<file path="config.mk">
export PLATFORM = sky130hd
export DESIGN_NAME = color_class_center_finder
export DESIGN_NICKNAME = d
export VERILOG_FILES = /design/src/hdl/ccf_pkg.sv /design/src/hdl/ccf_front.sv /design/src/hdl/ccf_queue.sv /design/src/hdl/ccf_back.sv /design/src/hdl/color_class_center_finder.sv
export SDC_FILE = /design/constraint.sdc
export NUM_CORES = 1
export LEC_CHECK = 0
export BUFFER_PORTS_ARGS = -buffer_cell sky130_fd_sc_hd__buf_2
export CAP_MARGIN = 10
export CORE_MARGIN = 2
export CORE_UTILIZATION = 30
export CTS_CLUSTER_SIZE = 28
export DETAILED_ROUTE_END_ITERATION = 12
export GPL_TIMING_DRIVEN = 0
export PLACE_DENSITY = 0.46
export SYNTH_ARGS = -nofsm -noshare
export SYNTH_HDL_FRONTEND = slang
export SYNTH_SLANG_ARGS = --single-unit
export TNS_END_PERCENT = 30
</file>
<file path="constraint.sdc">
create_clock -name i_clk -period 9 [get_ports i_clk]
set_input_delay 1.35 -clock i_clk [delete_from_list [all_inputs] [get_ports i_clk]]
set_output_delay 1.35 -clock i_clk [all_outputs]
set_load 0.01 [all_outputs]
</file>
<file path="src/hdl/ccf_pkg.sv">
package ccf_pkg;

    localparam int unsigned COORD_W = 11;
    localparam int unsigned END_W   = COORD_W + 1;
    localparam int unsigned CHAN_W  = 8;
    localparam int unsigned MAX_DIM = 2048;

    localparam int unsigned CLASS_N     = 3;
    localparam int unsigned CLASS_W     = 2;
    localparam int unsigned CFG_IDX_W   = 3;
    localparam int unsigned CFG_DATA_W  = END_W;
    localparam int unsigned QUEUE_DEPTH = 2;

    localparam logic [CLASS_W-1:0] CLASS_BLUE   = 2'd0;
    localparam logic [CLASS_W-1:0] CLASS_YELLOW = 2'd1;
    localparam logic [CLASS_W-1:0] CLASS_RED    = 2'd2;

    localparam logic [CFG_IDX_W-1:0] CFG_ROW_START  = 3'd0;
    localparam logic [CFG_IDX_W-1:0] CFG_ROW_END    = 3'd1;
    localparam logic [CFG_IDX_W-1:0] CFG_COL_START  = 3'd2;
    localparam logic [CFG_IDX_W-1:0] CFG_COL_END    = 3'd3;
    localparam logic [CFG_IDX_W-1:0] CFG_DARK_MAX   = 3'd4;
    localparam logic [CFG_IDX_W-1:0] CFG_BRIGHT_MIN = 3'd5;
    localparam logic [CFG_IDX_W-1:0] CFG_RED_LIMIT  = 3'd6;

    localparam logic [COORD_W-1:0] RST_ROW_START  = '0;
    localparam logic [END_W-1:0]   RST_ROW_END    = END_W'(MAX_DIM);
    localparam logic [COORD_W-1:0] RST_COL_START  = '0;
    localparam logic [END_W-1:0]   RST_COL_END    = END_W'(MAX_DIM);
    localparam logic [CHAN_W-1:0]  RST_DARK_MAX   = 8'd50;
    localparam logic [CHAN_W-1:0]  RST_BRIGHT_MIN = 8'd200;
    localparam logic [CHAN_W-1:0]  RST_RED_LIMIT  = 8'd90;

    // Per class summary of one frame. For red, col_a is the first column
    // matched in the row of the latest red match; otherwise the first column.
    typedef struct packed {
        logic               found;
        logic [COORD_W-1:0] first_row;
        logic [COORD_W-1:0] last_row;
        logic [COORD_W-1:0] col_a;
        logic [COORD_W-1:0] col_b;
    } t_class_rec;

    typedef struct packed {
        t_class_rec [CLASS_N-1:0] cls;
    } t_frame_rec;

endpackage

</file>
<file path="src/hdl/ccf_front.sv">
module ccf_front (
    input  logic                             i_clk,
    input  logic                             i_rst_n,
    input  logic                             i_cfg_valid,
    input  logic [ccf_pkg::CFG_IDX_W-1:0]    i_cfg_index,
    input  logic [ccf_pkg::CFG_DATA_W-1:0]   i_cfg_data,
    input  logic                             i_accept,
    input  logic [ccf_pkg::CHAN_W-1:0]       i_blue,
    input  logic [ccf_pkg::CHAN_W-1:0]       i_green,
    input  logic [ccf_pkg::CHAN_W-1:0]       i_red,
    input  logic [ccf_pkg::COORD_W-1:0]      i_pixel_row,
    input  logic [ccf_pkg::COORD_W-1:0]      i_pixel_col,
    input  logic                             i_frame_end,
    output logic                             o_q_push,
    output ccf_pkg::t_frame_rec              o_q_data
);

    localparam int unsigned N  = ccf_pkg::CLASS_N;
    localparam int unsigned CW = ccf_pkg::COORD_W;

    logic [CW-1:0]              r_row_start, r_col_start;
    logic [ccf_pkg::END_W-1:0]  r_row_end, r_col_end;
    logic [ccf_pkg::CHAN_W-1:0] r_dark_max, r_bright_min, r_red_limit;

    logic [N-1:0]  r_seen, n_seen;
    logic [CW-1:0] r_first_row [N];
    logic [CW-1:0] r_first_col [N];
    logic [CW-1:0] r_last_row  [N];
    logic [CW-1:0] r_last_col  [N];
    logic [CW-1:0] n_first_row [N];
    logic [CW-1:0] n_first_col [N];
    logic [CW-1:0] n_last_row  [N];
    logic [CW-1:0] n_last_col  [N];
    logic [CW-1:0] r_red_row_first, n_red_row_first;

    logic         in_window;
    logic         is_blue, is_yellow, is_red;
    logic [N-1:0] hit;

    always_comb begin
        in_window = (i_pixel_row >= r_row_start) && ({1'b0, i_pixel_row} < r_row_end)
                 && (i_pixel_col >= r_col_start) && ({1'b0, i_pixel_col} < r_col_end);
        is_blue   = (i_green <= r_dark_max) && (i_red <= r_dark_max);
        is_yellow = (i_blue <= r_dark_max) && (i_green >= r_bright_min)
                 && (i_red >= r_bright_min);
        is_red    = (i_blue <= r_red_limit) && (i_green <= r_red_limit);
        hit = '0;
        if (i_accept && in_window) begin
            priority if (is_blue) begin
                hit[ccf_pkg::CLASS_BLUE] = 1'b1;
            end else if (is_yellow) begin
                hit[ccf_pkg::CLASS_YELLOW] = 1'b1;
            end else if (is_red) begin
                hit[ccf_pkg::CLASS_RED] = 1'b1;
            end else begin
                hit = '0;
            end
        end
    end

    always_comb begin
        n_seen          = r_seen;
        n_red_row_first = r_red_row_first;
        for (int k = 0; k < N; k++) begin
            n_first_row[k] = r_first_row[k];
            n_first_col[k] = r_first_col[k];
            n_last_row[k]  = r_last_row[k];
            n_last_col[k]  = r_last_col[k];
            if (hit[k]) begin
                if (!r_seen[k]) begin
                    n_seen[k]      = 1'b1;
                    n_first_row[k] = i_pixel_row;
                    n_first_col[k] = i_pixel_col;
                end
                n_last_row[k] = i_pixel_row;
                n_last_col[k] = i_pixel_col;
            end
        end
        // The red row-first column restarts on every red match in a new row.
        if (hit[ccf_pkg::CLASS_RED] && (!r_seen[ccf_pkg::CLASS_RED]
                || r_last_row[ccf_pkg::CLASS_RED] != i_pixel_row)) begin
            n_red_row_first = i_pixel_col;
        end
    end

    always_comb begin
        o_q_push = i_accept && i_frame_end;
        for (int k = 0; k < N; k++) begin
            o_q_data.cls[k].found     = n_seen[k];
            o_q_data.cls[k].first_row = n_first_row[k];
            o_q_data.cls[k].last_row  = n_last_row[k];
            o_q_data.cls[k].col_a     = (k == int'(ccf_pkg::CLASS_RED)) ? n_red_row_first
                                                                        : n_first_col[k];
            o_q_data.cls[k].col_b     = n_last_col[k];
        end
    end

    always_ff @(posedge i_clk) begin
        if (!i_rst_n) begin
            r_row_start  <= ccf_pkg::RST_ROW_START;
            r_row_end    <= ccf_pkg::RST_ROW_END;
            r_col_start  <= ccf_pkg::RST_COL_START;
            r_col_end    <= ccf_pkg::RST_COL_END;
            r_dark_max   <= ccf_pkg::RST_DARK_MAX;
            r_bright_min <= ccf_pkg::RST_BRIGHT_MIN;
            r_red_limit  <= ccf_pkg::RST_RED_LIMIT;
        end else if (i_cfg_valid) begin
            unique case (i_cfg_index)
                ccf_pkg::CFG_ROW_START:  r_row_start  <= i_cfg_data[CW-1:0];
                ccf_pkg::CFG_ROW_END:    r_row_end    <= i_cfg_data;
                ccf_pkg::CFG_COL_START:  r_col_start  <= i_cfg_data[CW-1:0];
                ccf_pkg::CFG_COL_END:    r_col_end    <= i_cfg_data;
                ccf_pkg::CFG_DARK_MAX:   r_dark_max   <= i_cfg_data[ccf_pkg::CHAN_W-1:0];
                ccf_pkg::CFG_BRIGHT_MIN: r_bright_min <= i_cfg_data[ccf_pkg::CHAN_W-1:0];
                ccf_pkg::CFG_RED_LIMIT:  r_red_limit  <= i_cfg_data[ccf_pkg::CHAN_W-1:0];
                default: begin
                end
            endcase
        end
    end

    // Trackers clear on the end-of-frame pixel once its summary is queued.
    always_ff @(posedge i_clk) begin
        if (!i_rst_n || o_q_push) begin
            r_seen          <= '0;
            r_red_row_first <= '0;
            for (int k = 0; k < N; k++) begin
                r_first_row[k] <= '0;
                r_first_col[k] <= '0;
                r_last_row[k]  <= '0;
                r_last_col[k]  <= '0;
            end
        end else begin
            r_seen          <= n_seen;
            r_red_row_first <= n_red_row_first;
            for (int k = 0; k < N; k++) begin
                r_first_row[k] <= n_first_row[k];
                r_first_col[k] <= n_first_col[k];
                r_last_row[k]  <= n_last_row[k];
                r_last_col[k]  <= n_last_col[k];
            end
        end
    end

endmodule

</file>
<file path="src/hdl/ccf_queue.sv">
module ccf_queue #(
    parameter int unsigned DEPTH = ccf_pkg::QUEUE_DEPTH
) (
    input  logic                 i_clk,
    input  logic                 i_rst_n,
    input  logic                 i_push,
    input  ccf_pkg::t_frame_rec  i_data,
    input  logic                 i_pop,
    output logic                 o_full,
    output logic                 o_empty,
    output ccf_pkg::t_frame_rec  o_data
);

    localparam int unsigned PTR_W = (DEPTH > 1) ? $clog2(DEPTH) : 1;
    localparam int unsigned CNT_W = $clog2(DEPTH + 1);
    localparam logic [PTR_W-1:0] PTR_LAST = PTR_W'(DEPTH - 1);
    localparam logic [CNT_W-1:0] CNT_FULL = CNT_W'(DEPTH);

    ccf_pkg::t_frame_rec r_mem [DEPTH];
    logic [PTR_W-1:0]    r_wr_ptr, r_rd_ptr;
    logic [CNT_W-1:0]    r_count;
    logic                do_push, do_pop;

    assign o_full  = (r_count == CNT_FULL);
    assign o_empty = (r_count == '0);
    assign o_data  = r_mem[r_rd_ptr];
    assign do_push = i_push && !o_full;
    assign do_pop  = i_pop && !o_empty;

    always_ff @(posedge i_clk) begin
        if (do_push) begin
            r_mem[r_wr_ptr] <= i_data;
        end
    end

    always_ff @(posedge i_clk) begin
        if (!i_rst_n) begin
            r_wr_ptr <= '0;
            r_rd_ptr <= '0;
            r_count  <= '0;
        end else begin
            if (do_push) begin
                r_wr_ptr <= (r_wr_ptr == PTR_LAST) ? '0 : r_wr_ptr + 1'b1;
            end
            if (do_pop) begin
                r_rd_ptr <= (r_rd_ptr == PTR_LAST) ? '0 : r_rd_ptr + 1'b1;
            end
            if (do_push && !do_pop) begin
                r_count <= r_count + 1'b1;
            end else if (do_pop && !do_push) begin
                r_count <= r_count - 1'b1;
            end
        end
    end

endmodule

</file>
<file path="src/hdl/ccf_back.sv">
module ccf_back (
    input  logic                           i_clk,
    input  logic                           i_rst_n,
    input  logic                           i_q_empty,
    input  ccf_pkg::t_frame_rec            i_q_data,
    output logic                           o_q_pop,
    input  logic                           i_pop,
    output logic                           o_empty,
    output logic [ccf_pkg::CLASS_W-1:0]    o_shape_class,
    output logic                           o_found,
    output logic [ccf_pkg::COORD_W-1:0]    o_center_row,
    output logic [ccf_pkg::COORD_W-1:0]    o_center_col,
    output logic                           o_last_result
);

    localparam int unsigned CW = ccf_pkg::COORD_W;

    ccf_pkg::t_frame_rec          r_rec;
    logic                         r_busy;
    logic [ccf_pkg::CLASS_W-1:0]  r_cls;
    logic                         r_out_valid;

    ccf_pkg::t_class_rec cur;
    logic                out_free;
    logic                load_out;
    logic                cls_done;
    logic [CW:0]         row_sum, col_sum;

    always_comb begin
        unique case (r_cls)
            ccf_pkg::CLASS_BLUE:   cur = r_rec.cls[ccf_pkg::CLASS_BLUE];
            ccf_pkg::CLASS_YELLOW: cur = r_rec.cls[ccf_pkg::CLASS_YELLOW];
            ccf_pkg::CLASS_RED:    cur = r_rec.cls[ccf_pkg::CLASS_RED];
            default:               cur = '0;
        endcase
        row_sum = {1'b0, cur.first_row} + {1'b0, cur.last_row};
        col_sum = {1'b0, cur.col_a} + {1'b0, cur.col_b};
    end

    assign out_free = !r_out_valid || i_pop;
    assign load_out = r_busy && out_free;
    assign cls_done = load_out && (r_cls == ccf_pkg::CLASS_RED);
    assign o_q_pop  = !i_q_empty && (!r_busy || cls_done);
    assign o_empty  = !r_out_valid;

    always_ff @(posedge i_clk) begin
        if (!i_rst_n) begin
            r_busy      <= 1'b0;
            r_cls       <= ccf_pkg::CLASS_BLUE;
            r_out_valid <= 1'b0;
        end else begin
            if (o_q_pop) begin
                r_busy <= 1'b1;
                r_cls  <= ccf_pkg::CLASS_BLUE;
            end else if (cls_done) begin
                r_busy <= 1'b0;
            end else if (load_out) begin
                r_cls <= r_cls + 1'b1;
            end
            if (load_out) begin
                r_out_valid <= 1'b1;
            end else if (i_pop) begin
                r_out_valid <= 1'b0;
            end
        end
    end

    always_ff @(posedge i_clk) begin
        if (o_q_pop) begin
            r_rec <= i_q_data;
        end
        if (load_out) begin
            o_shape_class <= r_cls;
            o_found       <= cur.found;
            o_center_row  <= cur.found ? row_sum[CW:1] : '0;
            o_center_col  <= cur.found ? col_sum[CW:1] : '0;
            o_last_result <= (r_cls == ccf_pkg::CLASS_RED);
        end
    end

endmodule

</file>
<file path="src/hdl/color_class_center_finder.sv">
// Color class center finder. Takes one pixel per clock in raster order, tests
// it against the search window and the blue, yellow and red thresholds, and
// tracks the first and last match of each class. The end-of-frame pixel is
// classified and then its frame summary moves into a frame queue of
// QUEUE_DEPTH entries, after which the trackers start the next frame at once.
// Each summary drains as three results (blue, yellow, red, the red one with
// last_result set), one per clock while pop is held. full rises only when the
// frame queue holds QUEUE_DEPTH frames whose results are not yet drained, so
// a reader that keeps up sees one pixel accepted every cycle as long as frames
// are at least three pixels long, with the first result of a frame on the
// ports after the queue, drain and output registers. Shorter frames arrive
// faster than their three results drain and fill the queue.
// Configuration is taken in the cycle it is offered; write it between frames.
module color_class_center_finder #(
    parameter int unsigned QUEUE_DEPTH = ccf_pkg::QUEUE_DEPTH
) (
    input  logic                             i_clk,
    input  logic                             i_rst_n,
    input  logic                             i_cfg_valid,
    output logic                             o_cfg_ready,
    input  logic [ccf_pkg::CFG_IDX_W-1:0]    i_cfg_index,
    input  logic [ccf_pkg::CFG_DATA_W-1:0]   i_cfg_data,
    input  logic                             push,
    output logic                             full,
    input  logic [ccf_pkg::CHAN_W-1:0]       i_blue,
    input  logic [ccf_pkg::CHAN_W-1:0]       i_green,
    input  logic [ccf_pkg::CHAN_W-1:0]       i_red,
    input  logic [ccf_pkg::COORD_W-1:0]      i_pixel_row,
    input  logic [ccf_pkg::COORD_W-1:0]      i_pixel_col,
    input  logic                             i_frame_end,
    input  logic                             pop,
    output logic                             empty,
    output logic [ccf_pkg::CLASS_W-1:0]      o_shape_class,
    output logic                             o_found,
    output logic [ccf_pkg::COORD_W-1:0]      o_center_row,
    output logic [ccf_pkg::COORD_W-1:0]      o_center_col,
    output logic                             o_last_result
);

    logic                q_push, q_pop, q_full, q_empty;
    ccf_pkg::t_frame_rec q_wr_data, q_rd_data;
    logic                accept;

    assign o_cfg_ready = 1'b1;
    assign full        = q_full;
    assign accept      = push && !q_full;

    ccf_front u_front (
        .i_clk       (i_clk),
        .i_rst_n     (i_rst_n),
        .i_cfg_valid (i_cfg_valid),
        .i_cfg_index (i_cfg_index),
        .i_cfg_data  (i_cfg_data),
        .i_accept    (accept),
        .i_blue      (i_blue),
        .i_green     (i_green),
        .i_red       (i_red),
        .i_pixel_row (i_pixel_row),
        .i_pixel_col (i_pixel_col),
        .i_frame_end (i_frame_end),
        .o_q_push    (q_push),
        .o_q_data    (q_wr_data)
    );

    ccf_queue #(
        .DEPTH (QUEUE_DEPTH)
    ) u_queue (
        .i_clk   (i_clk),
        .i_rst_n (i_rst_n),
        .i_push  (q_push),
        .i_data  (q_wr_data),
        .i_pop   (q_pop),
        .o_full  (q_full),
        .o_empty (q_empty),
        .o_data  (q_rd_data)
    );

    ccf_back u_back (
        .i_clk         (i_clk),
        .i_rst_n       (i_rst_n),
        .i_q_empty     (q_empty),
        .i_q_data      (q_rd_data),
        .o_q_pop       (q_pop),
        .i_pop         (pop),
        .o_empty       (empty),
        .o_shape_class (o_shape_class),
        .o_found       (o_found),
        .o_center_row  (o_center_row),
        .o_center_col  (o_center_col),
        .o_last_result (o_last_result)
    );

    a_last_is_red: assert property (@(posedge i_clk) disable iff (!i_rst_n)
        !empty |-> (o_last_result == (o_shape_class == ccf_pkg::CLASS_RED)))
        else $error("last_result does not match the red result");

    a_not_found_zero: assert property (@(posedge i_clk) disable iff (!i_rst_n)
        (!empty && !o_found) |-> (o_center_row == '0 && o_center_col == '0))
        else $error("center not zero for a class without match");

    a_blue_then_yellow: assert property (@(posedge i_clk) disable iff (!i_rst_n)
        (pop && !empty && o_shape_class == ccf_pkg::CLASS_BLUE)
        |=> (!empty && o_shape_class == ccf_pkg::CLASS_YELLOW))
        else $error("yellow result did not follow blue");

    a_yellow_then_red: assert property (@(posedge i_clk) disable iff (!i_rst_n)
        (pop && !empty && o_shape_class == ccf_pkg::CLASS_YELLOW)
        |=> (!empty && o_shape_class == ccf_pkg::CLASS_RED))
        else $error("red result did not follow yellow");

endmodule
</file>
Yosys cells after proc, flatten, opt, wreduce, memory -nomap -nowiden
Memories as Yosys holds them, arrays and structs flattened. A register that Yosys moved wholly into a read port is not among the register bits.
Cells that the tools add are included.
{"block": "word_totals", "regBits": 118, "mem_bits_rw": 402, "input_bits": 67, "out_inout_bits": 29, "wordCells": 169, "mem_count": 5}
{"block": "op_classes", "addsub": 7, "order_cmp": 11, "eq_ne": 12, "n_mux": 54, "bitwise_logic": 14, "n_reduce_logical": 46}
{"name": "u_queue.r_mem", "words": 2, "word_bits": 135, "read_ports": 1, "rd_ports_with_merged_regs": 1, "wr": 1, "line": "ccf_queue.sv:19", "text": "ccf_pkg::t_frame_rec r_mem [DEPTH];"}
{"name": "u_front.r_first_col", "words": 3, "word_bits": 11, "read_ports": 2, "rd_ports_with_merged_regs": 0, "wr": 3, "line": "ccf_front.sv:27", "text": "logic [CW-1:0] r_first_col [N];"}
{"name": "u_front.r_first_row", "words": 3, "word_bits": 11, "read_ports": 3, "rd_ports_with_merged_regs": 0, "wr": 3, "line": "ccf_front.sv:26", "text": "logic [CW-1:0] r_first_row [N];"}
{"name": "u_front.r_last_col", "words": 3, "word_bits": 11, "read_ports": 3, "rd_ports_with_merged_regs": 0, "wr": 3, "line": "ccf_front.sv:29", "text": "logic [CW-1:0] r_last_col [N];"}
{"name": "u_front.r_last_row", "words": 3, "word_bits": 11, "read_ports": 3, "rd_ports_with_merged_regs": 0, "wr": 3, "line": "ccf_front.sv:28", "text": "logic [CW-1:0] r_last_row [N];"}
{"op": "2-to-1 mux 11 bit", "n": 31}
{"op": "one-hot mux 45 bit (3 select lines)", "n": 1}
{"op": "less-or-equal comparator 8 bit", "n": 5}
{"op": "adder 11 x 11 -> 12 bit", "n": 2}
{"op": "< comparator 11 x 12 -> 1 bit", "n": 2}
{"op": ">= comparator 11 bit", "n": 2}
{"op": "logical AND 1 bit", "n": 18}
{"op": "2-to-1 mux 1 bit", "n": 18}
{"op": ">= comparator 8 bit", "n": 2}
{"op": "AND reduction 2 bit", "n": 8}
{"op": "bitwise OR 1 bit", "n": 12}
{"op": "!= test 11 bit", "n": 1}
{"op": "equality test 3 bit (second input constant)", "n": 3}
{"op": "zero test 1 bit", "n": 8}
{"op": "equality test 3 x 2 -> 1 bit (second input constant)", "n": 2}
{"op": "2-to-1 mux 2 bit", "n": 3}
{"op": "nonzero test 2 bit", "n": 3}
{"op": "adder 2 x 1 -> 2 bit (second input constant)", "n": 2}
{"op": "equality test 2 bit (second input constant)", "n": 2}
{"op": "zero test 2 bit", "n": 2}
{"op": "logical OR 1 bit", "n": 4}
{"op": "equality test 3 x 1 -> 1 bit (second input constant)", "n": 1}
{"op": "zero test 3 bit", "n": 1}
{"op": "2-to-1 mux 3 bit", "n": 1}
{"op": "8 further kinds", "n": 10}

Longest topological paths before layout
{"block": "logic_depth", "ltp_word": 10, "ltp_mapped": 15, "depth_no_buf": 14}

Hierarchy
A second synthesis with hierarchy kept.
{"block": "hier_totals", "cells_unflattened": 2176, "hier_area_um2": 28892.7}
{"mod": "ccf_front", "n_inst": 1, "cells_per_inst": 1288, "area_per_inst_um2": 11921.4, "seq_area_each_um2": 4324.1}
{"mod": "ccf_queue", "n_inst": 1, "cells_per_inst": 445, "area_per_inst_um2": 10168.5, "seq_area_each_um2": 8207.9}
{"mod": "ccf_back", "n_inst": 1, "cells_per_inst": 440, "area_per_inst_um2": 6777.8, "seq_area_each_um2": 4914.7}
{"mod": "color_class_center_finder", "n_inst": 1, "cells_per_inst": 3, "area_per_inst_um2": 25.0, "seq_area_each_um2": 0.0}

Worst setup path after synthesis
OpenSTA, ideal clock, no wires.
{"block": "synth_timing", "path_type": "input port to flip-flop", "from": "input i_frame_end", "to": "memory u_queue.r_mem[0][0] (netlist name) (enable)", "setup_ns": 0.633, "arrival_ns": 7.137, "path_slack_ns": 1.229, "stages": 2, "path_cell_list": "nand3_1 -> nor2_1"}
{"block": "synth_via", "elab_chain_len": 4}
{"item": "start, declared", "line": "color_class_center_finder.sv:30", "text": "input logic i_frame_end,"}
{"item": "logical AND 1 bit", "line": "ccf_front.sv:87", "text": "o_q_push = i_accept && i_frame_end;"}
{"item": "logical AND 1 bit", "line": "ccf_queue.sv:27", "text": "assign do_push = i_push && !o_full;"}
{"item": "2-to-1 mux 1 bit", "line": "ccf_queue.sv:31", "text": "if (do_push) begin"}
{"item": "2-to-1 mux 1 bit (not written as such)", "line": "ccf_queue.sv:32", "text": "r_mem[r_wr_ptr] <= i_data;"}
{"item": "end, declared", "line": "ccf_queue.sv:19"}
Every way passes these cells.

==> out/qor.txt <==
Die Span Y: 311 um
Worst skew pair latency: 0.63 ns
Vias/cell: 4.72
Most frequent cells in the layout: edfxtp_1 (453), nand2_1 (300), mux2_2 (220)
Logic pwr share: 25.6%
Cell Area, Placed: 0.0307 mm2
TNS Setup: 0 ns
Final Setup Violations: 0
TritonCTS Sinks: 644
Largest net degree at the start of global routing: 80
Min Tclk post-route: 5.07 ns
Hold Path Class: flip-flop to flip-flop
Gpl congestion: 0.871
Tightest Pin Transition: 1.26 ns
Total track usage: 15.7%
Synth Cell Area: 0.0283 mm2
Fin. max-slew vios: 0
Synth async-reset ratio: 0%
DRC Markers: 0
Total gr overflow: 0
Yosys reg bits: 644
Leading cell type in the layout, fill and taps excluded: edfxtp_1
Status: complete, no violations
CTS Root Cell: clkbuf_16
Synth cell types: 56
Die Wd: 311 um
Crit path arrival time: 5.44 ns
RSZ-0062 raised after global routing: no
Worst slew margin: 15.9%
I/O Pins: 96
CP max FO: 10
Worst setup SP type: primary input
Setup Fix Bufs, Post-CTS: 0
VDD IR-drop max: 0.168 mV
Main area contributors after synthesis: edfxtp_1 (48%), dfxtp_1 (14%), mux2_2 (8.7%)
Fin area: 0.0332 mm2
First-pass GRT wire length: 114000 um
Area delta synth->final: 17.2%
Starting density of the core: 30.3%
PD cells: 282 mW/mm2
H-tree Lvls: 3
Post-DP HPWL: 55600 um
Part of the power in registers: 41.7%
Cell Int Power: 0.00649 W
Vias in the first global route: 18093
Max clock buf depth: 3
Share of post-route cells with drive strength above 1: 20.0%
Clk network pwr share: 32.8%
LEAKAGE: 12.7 nW
Min Hold Slack: 0.459 ns
Final period utilization: 56.4%
CTS clk-pin slew, worst paths: 0.06 ns
Max Freq: 0.197 GHz
DP Cell Count: 3541
Initial antenna violation count: 15
Initial DRC Count: 1174
Req. time, crit path: 9.37 ns
Setup crit end kind: flip-flop
Sw Ratio: 30.6%
CTS tree: done
CP Class: primary input to flip-flop
Routed length per placed instance: 20.8 um
Area share of the largest cell type after synthesis: 48.0%
Post_cts resized: 0
Total CTS buffers: 76
Ys Warns: 0
DRT Pass-1 Iters: 5
Post-Layout Cell Count: 3683
Yosys top cell by area: edfxtp_1
Clk_skew: 0.0289 ns
Post-route ant nets: 0
Hold Vio Cnt, Final: 0
Sequential fraction of the synthesis area: 61.5%
Routed WL: 76700 um
Fin nets: 2558
Max Cap Viol: 0
Die area: 0.0969 mm2
Synth Flop Type: edfxtp_1
Psw: 0.00286 W
Input/output buffers: 92
Synth Area per Inst: 13.1 um2
Core ar.: 0.0935 mm2
Hold_buf cts: 0
Post-synth EDFFs: 453
Cell count after synthesis: 2162
Rows: 112
Vias post-DR: 17395
## power by group through the flow
stage / sequential, W / combinational (W) / clock, W
global route: 0.00393 / 0.00264 / 0.00326
finish: 0.00390 / 0.00239 / 0.00306
CTS: 0.00390 / 0.00244 / 0.00315
floorplan: 0.00400 / 0.00152 / 0
detailed placement: 0.00396 / 0.00242 / 0
global placement: 0.00407 / 0.00235 / 0
## metrics by stage
| step | setup WS (ns) | power (W) | util, % |
|---|---|---|---|
| floorplan | 1.23 | 0.00552 | - |
| global placement | -3.58 | 0.00642 | 32.6 |
| detailed placement | 3.23 | 0.00638 | 32.8 |
| CTS | 3.93 | 0.00949 | 35.5 |
| global route | 3.78 | 0.00983 | 35.5 |
| finish | 3.93 | 0.00934 | 35.5 |
## kinds of logic (layout without fill, tap and decap cells)
group	count (synthesis)	count (layout)	share of synthesized area, %
multiplexers	356	356	14.0
AND/OR/NAND/NOR	515	515	7.85
XOR/XNOR	31	31	0.959
AO/OA/AOI/OAI	292	292	7.27
adder cells (fa/ha/maj)	125	125	5.58
buffers and inverters	198	441	2.80
flip-flops	644	644	61.5
other	1	25	0.0132
## critical path, cell delays in order
cell and delay [ns]:
buf_2 0.28, ha_1 0.31, a21o_1 0.18, a21oi_1 0.24, o32ai_1 0.14, a211oi_1 0.21, o21ai_0 0.17, nor4_2 0.93
nand4_1 0.64, clkbuf_1 0.54, mux2_2 0.42
## cells in the mapped netlist, types with 8 or more instances
library cell and n:
a21boi_0 60, a21o_1 34, a21oi_1 59, a222oi_1 40, and2_1 10, buf_2 12
clkbuf_1 97, dfxtp_1 191, edfxtp_1 453, ha_1 123, inv_1 77, mux2_2 220
mux2_4 25, mux2i_1 111, nand2_1 300, nand2b_1 17, nand3_1 37, nand4_1 16
nor2_1 83, nor2b_1 16, nor3_1 8, o211ai_1 12, o21a_1 8, o21ai_0 42
o31ai_1 10, xnor2_1 21, xor2_1 10
## sequential cells by signal (all words and copies together), names as in the netlist, 11 cells and up
| register | count |
|---|---|
| u_queue.r_mem | 270 |
| u_back.r_rec | 135 |
| u_front.r_first_row | 33 |
| u_front.r_last_col | 33 |
| u_front.r_last_row | 33 |
| u_front.r_first_col | 22 |
| u_front.r_col_end | 12 |
| u_front.r_row_end | 12 |
| u_back.o_center_col | 11 |
| u_back.o_center_row | 11 |
| u_front.r_col_start | 11 |
| u_front.r_red_row_first | 11 |
| u_front.r_row_start | 11 |
## layer usage
metal,share of wire [%],global-route usage (%),up-vias,routed length [um]
met1,45,20.6,8562,34800
li1,-,-,8342,-
met4,2.1,4.66,22,1640
met2,48,26.5,357,36700
met5,0.19,0,-,146
met3,4.5,2.81,112,3470
## path summary, 6_finish.rpt
check | end | from | depth (start not counted) | slack [ns]
worst max-delay path | u_queue.r_mem[1][60] | i_pixel_col[7] | 11 | 3.93
worst min-delay path | u_front.r_first_row[0][27] | u_front.r_first_row[0][27] | 2 | 0.46
worst max register to register | u_back.o_center_col[8] | u_back.r_cls[0] | 12 | 4.16
worst min register to register | u_front.r_first_row[0][27] | u_front.r_first_row[0][27] | 2 | 0.46
## area by class of cell
| class | instances | area, um2 |
|---|---|---|
| antenna | 2 | 5.00 |
| buffer | 121 | 503 |
| clock buffer | 111 | 2130 |
| clock inverter | 28 | 350 |
| fill | 9077 | 60300 |
| inverter | 77 | 294 |
| multi-input combinational | 1342 | 10200 |
| sequential | 644 | 17400 |
| tap | 1254 | 1570 |
| timing repair buffer | 104 | 703 |
No activity file was read; power rests on OpenSTA's default activity.
